### src/sv/urtb_pkg.sv
// ----------------------------------------------------------------------------
// urtb_pkg
// Shared types and constants for the UART receive/transmit ring buffers.
// ----------------------------------------------------------------------------
package urtb_pkg;

  localparam int DEPTH   = 128;
  localparam int ADDR_W  = (DEPTH > 1) ? $clog2(DEPTH) : 1;
  localparam int CNT_W   = $clog2(DEPTH + 1);
  localparam int BYTE_W  = 8;
  localparam int LEVEL_W = 8;

  localparam logic [BYTE_W-1:0] CHAR_STOP  = 8'h54;  // 'T'
  localparam logic [BYTE_W-1:0] CHAR_CLOSE = 8'h43;  // 'C'

  typedef enum logic [1:0] {
    FUNC_RX_BYTE  = 2'd0,
    FUNC_TX_READY = 2'd1,
    FUNC_SW_READ  = 2'd2,
    FUNC_SW_WRITE = 2'd3
  } urtb_func_t;

  typedef struct packed {
    logic [1:0]        func;
    logic [BYTE_W-1:0] data_byte;
  } in_item_t;

  typedef struct packed {
    logic               tx_valid;
    logic [BYTE_W-1:0]  tx_byte;
    logic               read_valid;
    logic [BYTE_W-1:0]  read_byte;
    logic               put_accepted;
    logic               tx_kick;
    logic               rx_dropped;
    logic               reset_request;
    logic               kill_flag;
    logic [LEVEL_W-1:0] rx_level;
    logic [LEVEL_W-1:0] tx_level;
  } out_item_t;

  // Outcome of one event, handed from the pointer control to the result stage
  typedef struct packed {
    logic               valid;
    logic               tx_pop;
    logic               rx_pop;
    logic               put_accepted;
    logic               tx_kick;
    logic               rx_dropped;
    logic               reset_request;
    logic               kill_flag;
    logic [LEVEL_W-1:0] rx_level;
    logic [LEVEL_W-1:0] tx_level;
  } evt_t;

endpackage

### src/sv/urtb_ram.sv
// ----------------------------------------------------------------------------
// urtb_ram
// Simple dual-port synchronous RAM, one write and one registered read port.
// ----------------------------------------------------------------------------
module urtb_ram #(
  parameter int WORDS  = 128,
  parameter int DATA_W = 8,
  parameter int ADDR_W = (WORDS > 1) ? $clog2(WORDS) : 1
) (
  input  logic              clk,
  input  logic              we,
  input  logic [ADDR_W-1:0] waddr,
  input  logic [DATA_W-1:0] wdata,
  input  logic              re,
  input  logic [ADDR_W-1:0] raddr,
  output logic [DATA_W-1:0] rdata
);

  logic [DATA_W-1:0] mem [WORDS];
  logic [DATA_W-1:0] rdata_r;

  always_ff @(posedge clk) begin
    if (we) begin
      mem[waddr] <= wdata;
    end
  end

  always_ff @(posedge clk) begin
    if (re) begin
      rdata_r <= mem[raddr];
    end
  end

  assign rdata = rdata_r;

endmodule

### src/sv/urtb_ctrl.sv
// ----------------------------------------------------------------------------
// urtb_ctrl
// Pointer, fill count and flag control for both rings; issues RAM accesses.
// ----------------------------------------------------------------------------
module urtb_ctrl (
  input  logic                      clk,
  input  logic                      rst_n,
  input  logic                      start,
  output logic                      busy,
  input  urtb_pkg::in_item_t        in_data,
  output logic                      rx_we,
  output logic [urtb_pkg::ADDR_W-1:0] rx_waddr,
  output logic                      rx_re,
  output logic [urtb_pkg::ADDR_W-1:0] rx_raddr,
  output logic                      tx_we,
  output logic [urtb_pkg::ADDR_W-1:0] tx_waddr,
  output logic                      tx_re,
  output logic [urtb_pkg::ADDR_W-1:0] tx_raddr,
  output logic [urtb_pkg::BYTE_W-1:0] wdata,
  output urtb_pkg::evt_t            evt_nxt
);
  import urtb_pkg::*;

  logic [ADDR_W-1:0] rx_head_r, rx_head_nxt, rx_tail_r, rx_tail_nxt;
  logic [ADDR_W-1:0] tx_head_r, tx_head_nxt, tx_tail_r, tx_tail_nxt;
  logic [CNT_W-1:0]  rx_fill_r, rx_fill_nxt, tx_fill_r, tx_fill_nxt;
  logic              tx_running_r, tx_running_nxt;
  logic              kill_r, kill_nxt;
  logic              ready_r;
  logic              accept;
  logic              rx_full, tx_full;
  urtb_func_t        func;

  function automatic logic [ADDR_W-1:0] next_pos(input logic [ADDR_W-1:0] p);
    next_pos = (p == ADDR_W'(DEPTH - 1)) ? '0 : p + 1'b1;
  endfunction

  assign busy     = !ready_r;
  assign accept   = start && ready_r;
  assign func     = urtb_func_t'(in_data.func);
  assign rx_full  = (rx_fill_r == CNT_W'(DEPTH));
  assign tx_full  = (tx_fill_r == CNT_W'(DEPTH));
  assign rx_waddr = rx_head_r;
  assign rx_raddr = rx_tail_r;
  assign tx_waddr = tx_head_r;
  assign tx_raddr = tx_tail_r;
  assign wdata    = in_data.data_byte;

  always_comb begin
    rx_head_nxt    = rx_head_r;
    rx_tail_nxt    = rx_tail_r;
    rx_fill_nxt    = rx_fill_r;
    tx_head_nxt    = tx_head_r;
    tx_tail_nxt    = tx_tail_r;
    tx_fill_nxt    = tx_fill_r;
    tx_running_nxt = tx_running_r;
    kill_nxt       = kill_r;
    rx_we          = 1'b0;
    rx_re          = 1'b0;
    tx_we          = 1'b0;
    tx_re          = 1'b0;
    evt_nxt        = '0;
    evt_nxt.valid  = accept;
    if (accept) begin
      unique case (func)
        FUNC_RX_BYTE: begin
          kill_nxt = (in_data.data_byte != CHAR_STOP);
          if (in_data.data_byte == CHAR_CLOSE) begin
            evt_nxt.reset_request = 1'b1;
            rx_head_nxt    = '0;
            rx_tail_nxt    = '0;
            rx_fill_nxt    = '0;
            tx_head_nxt    = '0;
            tx_tail_nxt    = '0;
            tx_fill_nxt    = '0;
            tx_running_nxt = 1'b0;
          end else if (!rx_full) begin
            rx_we       = 1'b1;
            rx_head_nxt = next_pos(rx_head_r);
            rx_fill_nxt = rx_fill_r + 1'b1;
          end else begin
            evt_nxt.rx_dropped = 1'b1;
          end
        end
        FUNC_TX_READY: begin
          if (tx_fill_r != '0) begin
            tx_re          = 1'b1;
            evt_nxt.tx_pop = 1'b1;
            tx_tail_nxt    = next_pos(tx_tail_r);
            tx_fill_nxt    = tx_fill_r - 1'b1;
          end else begin
            tx_running_nxt = 1'b0;
          end
        end
        FUNC_SW_READ: begin
          if (rx_fill_r != '0) begin
            rx_re          = 1'b1;
            evt_nxt.rx_pop = 1'b1;
            rx_tail_nxt    = next_pos(rx_tail_r);
            rx_fill_nxt    = rx_fill_r - 1'b1;
          end
        end
        FUNC_SW_WRITE: begin
          if (!tx_full) begin
            tx_we                = 1'b1;
            tx_head_nxt          = next_pos(tx_head_r);
            tx_fill_nxt          = tx_fill_r + 1'b1;
            evt_nxt.put_accepted = 1'b1;
            if (!tx_running_r) begin
              tx_running_nxt  = 1'b1;
              evt_nxt.tx_kick = 1'b1;
            end
          end
        end
        default: begin
        end
      endcase
    end
    evt_nxt.kill_flag = kill_nxt;
    evt_nxt.rx_level  = LEVEL_W'(rx_fill_nxt);
    evt_nxt.tx_level  = LEVEL_W'(tx_fill_nxt);
  end

  always_ff @(posedge clk) begin
    if (!rst_n) begin
      rx_head_r    <= '0;
      rx_tail_r    <= '0;
      rx_fill_r    <= '0;
      tx_head_r    <= '0;
      tx_tail_r    <= '0;
      tx_fill_r    <= '0;
      tx_running_r <= 1'b0;
      kill_r       <= 1'b1;
      ready_r      <= 1'b0;
    end else begin
      rx_head_r    <= rx_head_nxt;
      rx_tail_r    <= rx_tail_nxt;
      rx_fill_r    <= rx_fill_nxt;
      tx_head_r    <= tx_head_nxt;
      tx_tail_r    <= tx_tail_nxt;
      tx_fill_r    <= tx_fill_nxt;
      tx_running_r <= tx_running_nxt;
      kill_r       <= kill_nxt;
      ready_r      <= 1'b1;
    end
  end

`ifndef SYNTHESIS
  a_rx_fill_bound: assert property (@(posedge clk) disable iff (!rst_n)
    rx_fill_r <= CNT_W'(DEPTH))
    else $error("rx fill count beyond depth");

  a_tx_fill_bound: assert property (@(posedge clk) disable iff (!rst_n)
    tx_fill_r <= CNT_W'(DEPTH))
    else $error("tx fill count beyond depth");

  a_rx_empty_ptrs: assert property (@(posedge clk) disable iff (!rst_n)
    (rx_fill_r == '0) |-> (rx_head_r == rx_tail_r))
    else $error("rx ring empty but pointers differ");

  a_close_clears: assert property (@(posedge clk) disable iff (!rst_n)
    evt_nxt.reset_request |=> (rx_fill_r == '0 && tx_fill_r == '0 && !tx_running_r))
    else $error("close byte did not clear both rings");
`endif

endmodule

### src/sv/urtb_resp.sv
// ----------------------------------------------------------------------------
// urtb_resp
// Result stage: registers the event outcome and merges the RAM read data.
// ----------------------------------------------------------------------------
module urtb_resp (
  input  logic                        clk,
  input  logic                        rst_n,
  input  urtb_pkg::evt_t              evt_nxt,
  input  logic [urtb_pkg::BYTE_W-1:0] rx_rdata,
  input  logic [urtb_pkg::BYTE_W-1:0] tx_rdata,
  output logic                        out_valid,
  output urtb_pkg::out_item_t         out_data
);
  import urtb_pkg::*;

  evt_t evt_r;

  always_ff @(posedge clk) begin
    if (!rst_n) begin
      evt_r <= '0;
    end else begin
      evt_r <= evt_nxt;
    end
  end

  // read data lands in the same cycle as the registered outcome
  always_comb begin
    out_valid              = evt_r.valid;
    out_data.tx_valid      = evt_r.tx_pop;
    out_data.tx_byte       = evt_r.tx_pop ? tx_rdata : '0;
    out_data.read_valid    = evt_r.rx_pop;
    out_data.read_byte     = evt_r.rx_pop ? rx_rdata : '0;
    out_data.put_accepted  = evt_r.put_accepted;
    out_data.tx_kick       = evt_r.tx_kick;
    out_data.rx_dropped    = evt_r.rx_dropped;
    out_data.reset_request = evt_r.reset_request;
    out_data.kill_flag     = evt_r.kill_flag;
    out_data.rx_level      = evt_r.rx_level;
    out_data.tx_level      = evt_r.tx_level;
  end

`ifndef SYNTHESIS
  a_kick_needs_put: assert property (@(posedge clk) disable iff (!rst_n)
    out_data.tx_kick |-> out_data.put_accepted)
    else $error("kick without accepted write");

  a_single_action: assert property (@(posedge clk) disable iff (!rst_n)
    $onehot0({out_data.tx_valid, out_data.read_valid, out_data.put_accepted,
              out_data.rx_dropped, out_data.reset_request}))
    else $error("more than one action in one result");

  a_flags_need_strobe: assert property (@(posedge clk) disable iff (!rst_n)
    !out_valid |-> !(out_data.tx_valid || out_data.read_valid || out_data.put_accepted))
    else $error("action flag outside a result cycle");
`endif

endmodule

### src/sv/uart_rx_tx_ring_buffers_core.sv
// ----------------------------------------------------------------------------
// uart_rx_tx_ring_buffers_core
// Receive and transmit byte rings between a UART and software.
// Result: registered, strobed in the cycle after the transfer of an event.
// Throughput: one event per cycle; both rings are single RAMs with one write
// and one registered read port, and an event touches at most one ring entry.
// Reset: synchronous, active low; pointers and counts clear, kill flag set,
// busy held high for the first cycle after reset. The receiver cannot stall.
// ----------------------------------------------------------------------------
module uart_rx_tx_ring_buffers_core (
  input  logic                clk,
  input  logic                rst_n,
  input  logic                start,
  output logic                busy,
  input  urtb_pkg::in_item_t  in_data,
  output logic                out_valid,
  output urtb_pkg::out_item_t out_data
);
  import urtb_pkg::*;

  logic              rx_we, rx_re, tx_we, tx_re;
  logic [ADDR_W-1:0] rx_waddr, rx_raddr, tx_waddr, tx_raddr;
  logic [BYTE_W-1:0] wdata, rx_rdata, tx_rdata;
  evt_t              evt_nxt;

  urtb_ctrl u_ctrl (
    .clk      (clk),
    .rst_n    (rst_n),
    .start    (start),
    .busy     (busy),
    .in_data  (in_data),
    .rx_we    (rx_we),
    .rx_waddr (rx_waddr),
    .rx_re    (rx_re),
    .rx_raddr (rx_raddr),
    .tx_we    (tx_we),
    .tx_waddr (tx_waddr),
    .tx_re    (tx_re),
    .tx_raddr (tx_raddr),
    .wdata    (wdata),
    .evt_nxt  (evt_nxt)
  );

  urtb_ram #(
    .WORDS  (DEPTH),
    .DATA_W (BYTE_W),
    .ADDR_W (ADDR_W)
  ) u_rx_ram (
    .clk   (clk),
    .we    (rx_we),
    .waddr (rx_waddr),
    .wdata (wdata),
    .re    (rx_re),
    .raddr (rx_raddr),
    .rdata (rx_rdata)
  );

  urtb_ram #(
    .WORDS  (DEPTH),
    .DATA_W (BYTE_W),
    .ADDR_W (ADDR_W)
  ) u_tx_ram (
    .clk   (clk),
    .we    (tx_we),
    .waddr (tx_waddr),
    .wdata (wdata),
    .re    (tx_re),
    .raddr (tx_raddr),
    .rdata (tx_rdata)
  );

  urtb_resp u_resp (
    .clk       (clk),
    .rst_n     (rst_n),
    .evt_nxt   (evt_nxt),
    .rx_rdata  (rx_rdata),
    .tx_rdata  (tx_rdata),
    .out_valid (out_valid),
    .out_data  (out_data)
  );

endmodule

### config.mk
export PLATFORM = sky130hd
export DESIGN_NAME = uart_rx_tx_ring_buffers_core
export DESIGN_NICKNAME = d
export VERILOG_FILES = /design/src/sv/urtb_pkg.sv /design/src/sv/urtb_ram.sv /design/src/sv/urtb_ctrl.sv /design/src/sv/urtb_resp.sv /design/src/sv/uart_rx_tx_ring_buffers_core.sv
export SDC_FILE = /design/constraint.sdc
export NUM_CORES = 2
export LEC_CHECK = 0
export BUFFER_PORTS_ARGS = -buffer_cell sky130_fd_sc_hd__buf_4
export CAP_MARGIN = 0
export CORE_UTILIZATION = 35
export DETAILED_ROUTE_END_ITERATION = 8
export HOLD_SLACK_MARGIN = 0.02
export PLACE_DENSITY = 0.46
export SYNTH_ARGS = -nofsm -noshare
export SYNTH_HDL_FRONTEND = slang
export SYNTH_HIERARCHICAL = 1
export SYNTH_SLANG_ARGS = --single-unit
### constraint.sdc
create_clock -name clk -period 4.4 [get_ports clk]
set_clock_uncertainty 0.05 [all_clocks]
set_input_delay 0.22 -clock clk [delete_from_list [all_inputs] [get_ports clk]]
set_output_delay 0.22 -clock clk [all_outputs]
set_load 0.005 [all_outputs]
=== Word level (Yosys, flattened, before mapping) ===
Memories as Yosys holds them, arrays and structs flattened. A register that Yosys moved wholly into a read port is not among the register bits.
Index checks and enable logic that the tools add are counted.
Widths: inputs -> output; s select.

* Add/subtract/negate cells: 8
* Equal/unequal tests: 18
* Mux-type cells: 51
* Bitwise logic cells: 4
* Reductions and logical operators: 21

{| class="wikitable"
|+ Operators with widths
! kind !! count
|-
| $mux 7 || 10
|-
| $mux 8 || 8
|-
| $pmux 7 s2 || 3
|-
| $add 7x1->7 const B || 4
|-
| $eq 7x7->1 const B || 4
|-
| $mux 1 || 26
|-
| $pmux 8 s3 || 1
|-
| $add 8x1->8 const B || 2
|-
| $eq 8x8->1 const B || 2
|-
| $pmux 8 s2 || 1
|-
| $reduce_and 4->1 || 4
|-
| $reduce_bool 8->1 || 2
|-
| $sub 8x1->8 const B || 2
|-
| $reduce_and 5->1 || 2
|-
| $reduce_and 3->1 || 3
|-
| $eq 8x7->1 const B || 1
|-
| $ne 8x7->1 const B || 1
|-
| $reduce_or 4->1 || 2
|-
| $ne 2x1->1 const B || 3
|-
| $ne 2x2->1 const B || 3
|-
| $reduce_bool 2->1 || 3
|-
| $eq 2x2->1 const B || 2
|-
| $not 1->1 || 4
|-
| $ne 3x3->1 const B || 1
|-
| other kinds (8) || 8
|}

* Register bits: 55
* Bits in writable memories: 2048
* Input bits: 13
* Output and inout port bits: 41
* Word-level logic and storage cells: 121
* Memories: 2

{| class="wikitable"
|+ Memory list
! memory !! words !! width !! rd ports !! clocked after memory_dff !! write ports !! line !! source
|-
| u_rx_ram.mem || 128 || 8 || 1 || 1 || 1 || urtb_ram.sv:19 || <nowiki>logic [DATA_W-1:0] mem [WORDS];</nowiki>
|-
| u_tx_ram.mem || 128 || 8 || 1 || 1 || 1 || urtb_ram.sv:19 ||
|}

=== Logic depth before layout (Yosys ltp) ===
* Depth in word-level cells: 7
* Mapped depth: 11
* Mapped depth without buffers: 8

=== By module ===
Netlist, hierarchy kept.

{| class="wikitable"
|+ Modules (own cells, without submodules)
! module !! times used !! cells an instance !! area each (µm²) !! sequential area each (µm²)
|-
| urtb_ram || 2 || 1635 || 39745.6 || 30989.7
|-
| urtb_ctrl || 1 || 409 || 3214.3 || 940.9
|-
| urtb_resp || 1 || 66 || 775.7 || 480.5
|}

=== Worst setup path after synthesis ===
OpenSTA, ideal clock, no wires.

* Kind: register to register
* Start point: register u_ctrl.tx_tail_r[0], in the netlist u_ctrl/tx_raddr[0]
* End point: register u_tx_ram.rdata_r[0], in the netlist u_tx_ram/rdata[0] (read register of u_tx_ram.mem) (data pin)
* Setup time: 0.260 ns
* Arrival time: 2.767 ns
* Data required time: 4.090 ns
* Setup slack: 1.323 ns
* Cell stages (with the launch flop): 7
* Buffers on the path: 2
* Period minus slack after synthesis: 3.077 ns
* Cells stage by stage: dfxtp_1 -> clkbuf_1 -> buf_1 -> mux4_2 -> mux4_2 -> mux4_2 -> mux2_2

{| class="wikitable"
|+ RTL lines
! what !! line !! source
|-
| start: declaration || urtb_ctrl.sv:25 || <nowiki>logic [ADDR_W-1:0] tx_head_r, tx_head_nxt, tx_tail_r, tx_tail_nxt;</nowiki>
|-
| start signal: assignment || urtb_ctrl.sv:140 || <nowiki>tx_tail_r <= tx_tail_nxt;</nowiki>
|-
| end: declaration || urtb_ram.sv:20 || <nowiki>logic [DATA_W-1:0] rdata_r;</nowiki>
|}

=== Final worst setup path ===
* Start point: register u_ctrl.tx_fill_r[0]
* End point: memory u_tx_ram.mem[49][2] (enable)

* Cells in the longest elaborated chain, start to end: 6

{| class="wikitable"
|+ RTL lines
! what !! line !! source
|-
| start: declaration || urtb_ctrl.sv:26 || <nowiki>logic [CNT_W-1:0] rx_fill_r, rx_fill_nxt, tx_fill_r, tx_fill_nxt;</nowiki>
|-
| start signal: assignment || urtb_ctrl.sv:141 || <nowiki>tx_fill_r <= tx_fill_nxt;</nowiki>
|-
| $eq 8x8->1 || urtb_ctrl.sv:42 || <nowiki>assign tx_full = (tx_fill_r == CNT_W'(DEPTH));</nowiki>
|-
| $mux 1 || urtb_ctrl.sv:104 || <nowiki>if (!tx_full) begin</nowiki>
|-
| $mux 1 || urtb_ctrl.sv:65 || <nowiki>unique case (func)</nowiki>
|-
| $mux 1 || urtb_ctrl.sv:64 || <nowiki>if (accept) begin</nowiki>
|-
| named net tx_we || uart_rx_tx_ring_buffers_core.sv:21 || <nowiki>logic rx_we, rx_re, tx_we, tx_re;</nowiki>
|-
| $mux 1 || urtb_ram.sv:23 || <nowiki>if (we) begin</nowiki>
|-
| $mux 1 (not written as such) || urtb_ram.sv:24 || <nowiki>mem[waddr] <= wdata;</nowiki>
|-
| end: declaration || urtb_ram.sv:19 ||
|}

The timed path passes the listed nets, and every way through them passes these cells.

==> results.md <==
- Post-synth net total: 3,766
- Topmost layer with routed signal wires: met4
- Number of setup buffers added after CTS: 0
- Switching part of the total: 0.202
- Type of the most critical hold path: input port to flip-flop
- Clock tree from TritonCTS: done
- Initial antenna violation count: 16
- Met3 wire length: 9650 µm
- RSZ-0062 raised after global routing: false
- Width of the die: 490 µm
- Run status: complete, no violations
- Count of boundary I/O pins: 54
- Worst setup path startpoint: u_ctrl/tx_fill_r[0]$_SDFF_PN0_
- Layout Area Growth over Synthesis: 15.1%
- PortBufs: 53
- Final HPWL DP: 133,000 µm
- Category of the worst setup path capture point: flip-flop
- Int Pwr: 32.5 mW
- # Max-Cap Violations: 0
- Main synth FF type: sky130_fd_sc_hd__edfxtp_1
- Final worst-path setup slack: 825 ps
- Share of async-settable or async-resettable flops after synthesis: 0
- Starting utilization of the core area: 0.354
- Sum of met2 wire segment lengths after detailed routing: 106,000 µm
- Die height: 490 µm
- # nets final: 4,094
- Clk buf depth: 3
- Worst Hold Margin: 308 ps
- Number of placement rows: 178
- Worst skew pair latency: 840 ps
- Core Region: 0.236 mm²
- Startpoint of the most critical register-to-register path: u_ctrl/tx_fill_r[0]$_SDFF_PN0_
- Reg2reg path depth: 8
- Tightest Pin Transition: 1120 ps
- H-tree level count: 4
- Number of resized instances in the post-cts repair step: 0
- Crit share post-route: 0.812
- Clock buffer count from CTS: 218
- Worst setup SP type: flip-flop
- Filler instances: 20,900
- Footprint of the flip-flops and latches: 0.0634 mm²
- Sink Count: 2,135
- Hold-critical path endpoint: u_ctrl/ready_r$_DFF_P_
- Footprint of the multi-input gates: 0.0190 mm²
- Part of the power in the clock network: 0.433
- Wire length reported by the detailed router: 216,000 µm
- Routability cong.: 0.770
- Yosys Warn Count: 6
- Normalized max-slew margin: 0.248
- Worst R2R End: u_tx_ram/mem[49][2]$_DFFE_PP_
- Number of global-route vias before repair: 40,300
- IR drop worst, VDD: 308 µV
- Register bit count reported by yosys: 2,135
- Category of the most critical setup path: flip-flop to flip-flop
- Length of routed wiring on met1: 96,800 µm
- Remaining DRCs: 0
- Total congestion overflow after global routing: 0
- Total vias in the final route: 39,400
- Post-CTS Hold Buffers: 13
- Portion of total power attributed to combinational logic: 0.019
- Number of different library cells in the post-synthesis netlist: 72
- Pin count of the biggest net entering global routing: 190
- Mapped Avg Cell Area: 22.3 µm²
- Mapped cell area: 0.0835 mm²
- Count of antenna-violating nets left after detailed routing: 0
- Power share of the sequential group: 0.548
- Number of cells on the worst hold path: 2
- Fraction of layout instances using a drive strength above 1: 0.312
- Endpoint arrival time on the critical path: 3970 ps
- First-iteration detailed-routing DRC count: 3,443
- Count of flip-flops with a built-in enable after synthesis: 2,064
- Cells after Synth: 3,745
- Drt via density: 5.31
- Net Switching: 8.21 mW
- Setup_tns: 0 ps
- Finish-stage setup viols: 0
- Required @ worst endpoint: 4800 ps
- Leak Pwr: 28.8 nW
- Wire length of the first global-routing pass: 310,000 µm
- Clock transition at the registers of the reported paths: 60 ps
- Critical path peak fanout: 12
- DR pass1 iterations: 6
- Mean routed wirelength per cell: 29.2 µm
- Total routing usage reported by global routing: 0.180
- Count of final max-slew check failures: 0
- Clk root buf: sky130_fd_sc_hd__clkbuf_16
- P per Cell Area: 423 mW/mm²
- Time the worst path needs with I/O delays and setup: 3570 ps
- Sequential-to-total area share from yosys stat: 0.759
- Post-placement worst setup slack: 800 ps
- Area of the die: 0.240 mm²
- Final-report hold violation count: 0
- Startpoint of the lowest-slack hold path: rst_n
- Highest achievable clock rate: 280 MHz
- Worst reg-to-reg setup slack: 830 ps
## flip-flops by register name, indices dropped and copies added (netlist names)
register and flops:
u_ctrl/rx_waddr 7, u_tx_ram/rdata 8, u_ctrl/tx_raddr 7, u_ctrl/rx_raddr 7, u_ctrl/rx_fill_r 8, u_resp/out_data 23, u_tx_ram/mem 1024, u_rx_ram/mem 1024
u_ctrl/tx_running_r 1, u_ctrl/tx_fill_r 8, u_ctrl/kill_r 1, u_rx_ram/rdata 8, u_ctrl/ready_r 1, u_resp/out_valid 1, u_ctrl/tx_waddr 7
## per-layer routing
metal / vias to the layer above / GRT usage
li1: 16500 / -
met1: 21700 / 0.258
met2: 968 / 0.292
met3: 218 / 0.0254
met4: 0 / 0.0367
met5: - / 0
## cell usage after synthesis, types with 4 or more instances
cell type	number	share of area
sky130_fd_sc_hd__buf_4	37	0.0033
sky130_fd_sc_hd__mux4_2	672	0.18
sky130_fd_sc_hd__a31oi_1	6	0.00045
sky130_fd_sc_hd__nand3_1	50	0.0030
sky130_fd_sc_hd__a32o_1	4	0.00048
sky130_fd_sc_hd__nor2_1	289	0.013
sky130_fd_sc_hd__o31ai_1	5	0.00045
sky130_fd_sc_hd__o211ai_1	5	0.00045
sky130_fd_sc_hd__a21oi_1	25	0.0015
sky130_fd_sc_hd__and3_1	13	0.00097
sky130_fd_sc_hd__dfxtp_1	71	0.017
sky130_fd_sc_hd__ha_1	8	0.0012
sky130_fd_sc_hd__buf_2	40	0.0024
sky130_fd_sc_hd__o22ai_1	5	0.00037
sky130_fd_sc_hd__nand2b_1	8	0.00060
sky130_fd_sc_hd__edfxtp_1	2064	0.74
sky130_fd_sc_hd__nand2_1	63	0.0028
sky130_fd_sc_hd__xnor2_1	8	0.00084
sky130_fd_sc_hd__nor3_1	27	0.0016
sky130_fd_sc_hd__nor2b_1	16	0.0012
sky130_fd_sc_hd__and2_1	35	0.0026
sky130_fd_sc_hd__a211oi_1	9	0.00081
sky130_fd_sc_hd__mux2_2	17	0.0023
sky130_fd_sc_hd__inv_1	10	0.00045
sky130_fd_sc_hd__nand4_1	13	0.00097
sky130_fd_sc_hd__buf_6	6	0.00081
sky130_fd_sc_hd__buf_1	36	0.0016
sky130_fd_sc_hd__mux2i_1	4	0.00048
sky130_fd_sc_hd__a21o_1	4	0.00036
sky130_fd_sc_hd__o21ai_0	13	0.00078
sky130_fd_sc_hd__and2_2	18	0.0016
sky130_fd_sc_hd__xor2_1	8	0.00084
sky130_fd_sc_hd__clkbuf_1	96	0.0043
## power by group through the flow
stage	Sequential, mW	Clock, mW	Combinational, mW
2_1_floorplan	22.7	0	0.433
3_3_place_gp	22.7	0	0.768
3_5_place_dp	22.7	0	0.783
4_1_cts	22.3	18.1	0.794
5_1_grt	22.3	18.8	0.829
6_report	22.3	17.6	0.761
## final cells by class
type                            instances  share of cell area
Antenna cell                            6            0.000156
Tap cell                             3150              0.0410
Timing Repair Buffer                  323              0.0302
Sequential cell                      2135               0.660
Inverter                               10            0.000391
Clock inverter                        114             0.00862
Multi-Input combinational cell       1385               0.198
Clock buffer                          292              0.0615
## worst max-delay path by stage
stage,to,slack [ps],depth (start not counted)
finish,u_tx_ram/mem[49][2]$_DFFE_PP_,830,8
global route,u_tx_ram/mem[61][4]$_DFFE_PP_,620,8
CTS,u_tx_ram/mem[57][5]$_DFFE_PP_,770,8
detailed placement,u_tx_ram/mem[57][5]$_DFFE_PP_,800,8
global placement,u_tx_ram/mem[57][5]$_DFFE_PP_,870,8
floorplan,u_tx_ram/rdata[0]$_DFFE_PP_,1320,6
## worst max-delay path: stages (launching register included)
cell and delay [ps]:
sky130_fd_sc_hd__dfxtp_1 440, sky130_fd_sc_hd__inv_1 100, sky130_fd_sc_hd__ha_1 250, sky130_fd_sc_hd__nor3b_1 200, sky130_fd_sc_hd__a21o_2 250, sky130_fd_sc_hd__inv_1 360, sky130_fd_sc_hd__nand3_1 450, sky130_fd_sc_hd__buf_4 390
sky130_fd_sc_hd__nor2_1 690
## through the flow
stage / area [µm²] / std cells / util / power (mW)
after global placement: 89200 / 6990 / 0.378 / 23.5
after detailed placement: 89200 / 6990 / 0.378 / 23.5
final: 96100 / 7415 / 0.407 / 40.7
after floorplan: 83500 / 3745 / - / 23.2
after CTS: 96100 / 7409 / 0.407 / 41.2
after global routing: 96100 / 7410 / 0.407 / 41.9
## cell families after synthesis
logic type,synth area share
buf+inv,0.0129
xor+xnor,0.00168
simple gates,0.0317
mux,0.184
fa+ha+maj,0.00120
compound gates,0.00899
flops,0.759
## cell usage in the layout (no fill, tap or decap), types with 13 or more instances in the layout
cell / synthesis / layout
sky130_fd_sc_hd__edfxtp_1: 2064 / 2064
sky130_fd_sc_hd__mux4_2: 672 / 672
sky130_fd_sc_hd__nor2_1: 289 / 289
sky130_fd_sc_hd__buf_4: 37 / 271
sky130_fd_sc_hd__clkbuf_16: 0 / 224
sky130_fd_sc_hd__clkbuf_1: 96 / 63
sky130_fd_sc_hd__nand2_1: 63 / 63
sky130_fd_sc_hd__dfxtp_1: 71 / 62
sky130_fd_sc_hd__clkinv_1: 0 / 55
sky130_fd_sc_hd__nand3_1: 50 / 50
sky130_fd_sc_hd__clkinv_2: 0 / 37
sky130_fd_sc_hd__and2_1: 35 / 35
sky130_fd_sc_hd__buf_12: 0 / 31
sky130_fd_sc_hd__nor3_1: 27 / 26
sky130_fd_sc_hd__a21oi_1: 25 / 25
sky130_fd_sc_hd__and2_2: 18 / 18
sky130_fd_sc_hd__mux2_2: 17 / 17
sky130_fd_sc_hd__nor2b_1: 16 / 16
sky130_fd_sc_hd__dlygate4sd3_1: 0 / 13
sky130_fd_sc_hd__nand4_1: 13 / 13
sky130_fd_sc_hd__and3_1: 13 / 13
sky130_fd_sc_hd__o21ai_0: 13 / 13
(Power assumes the default switching activity.)
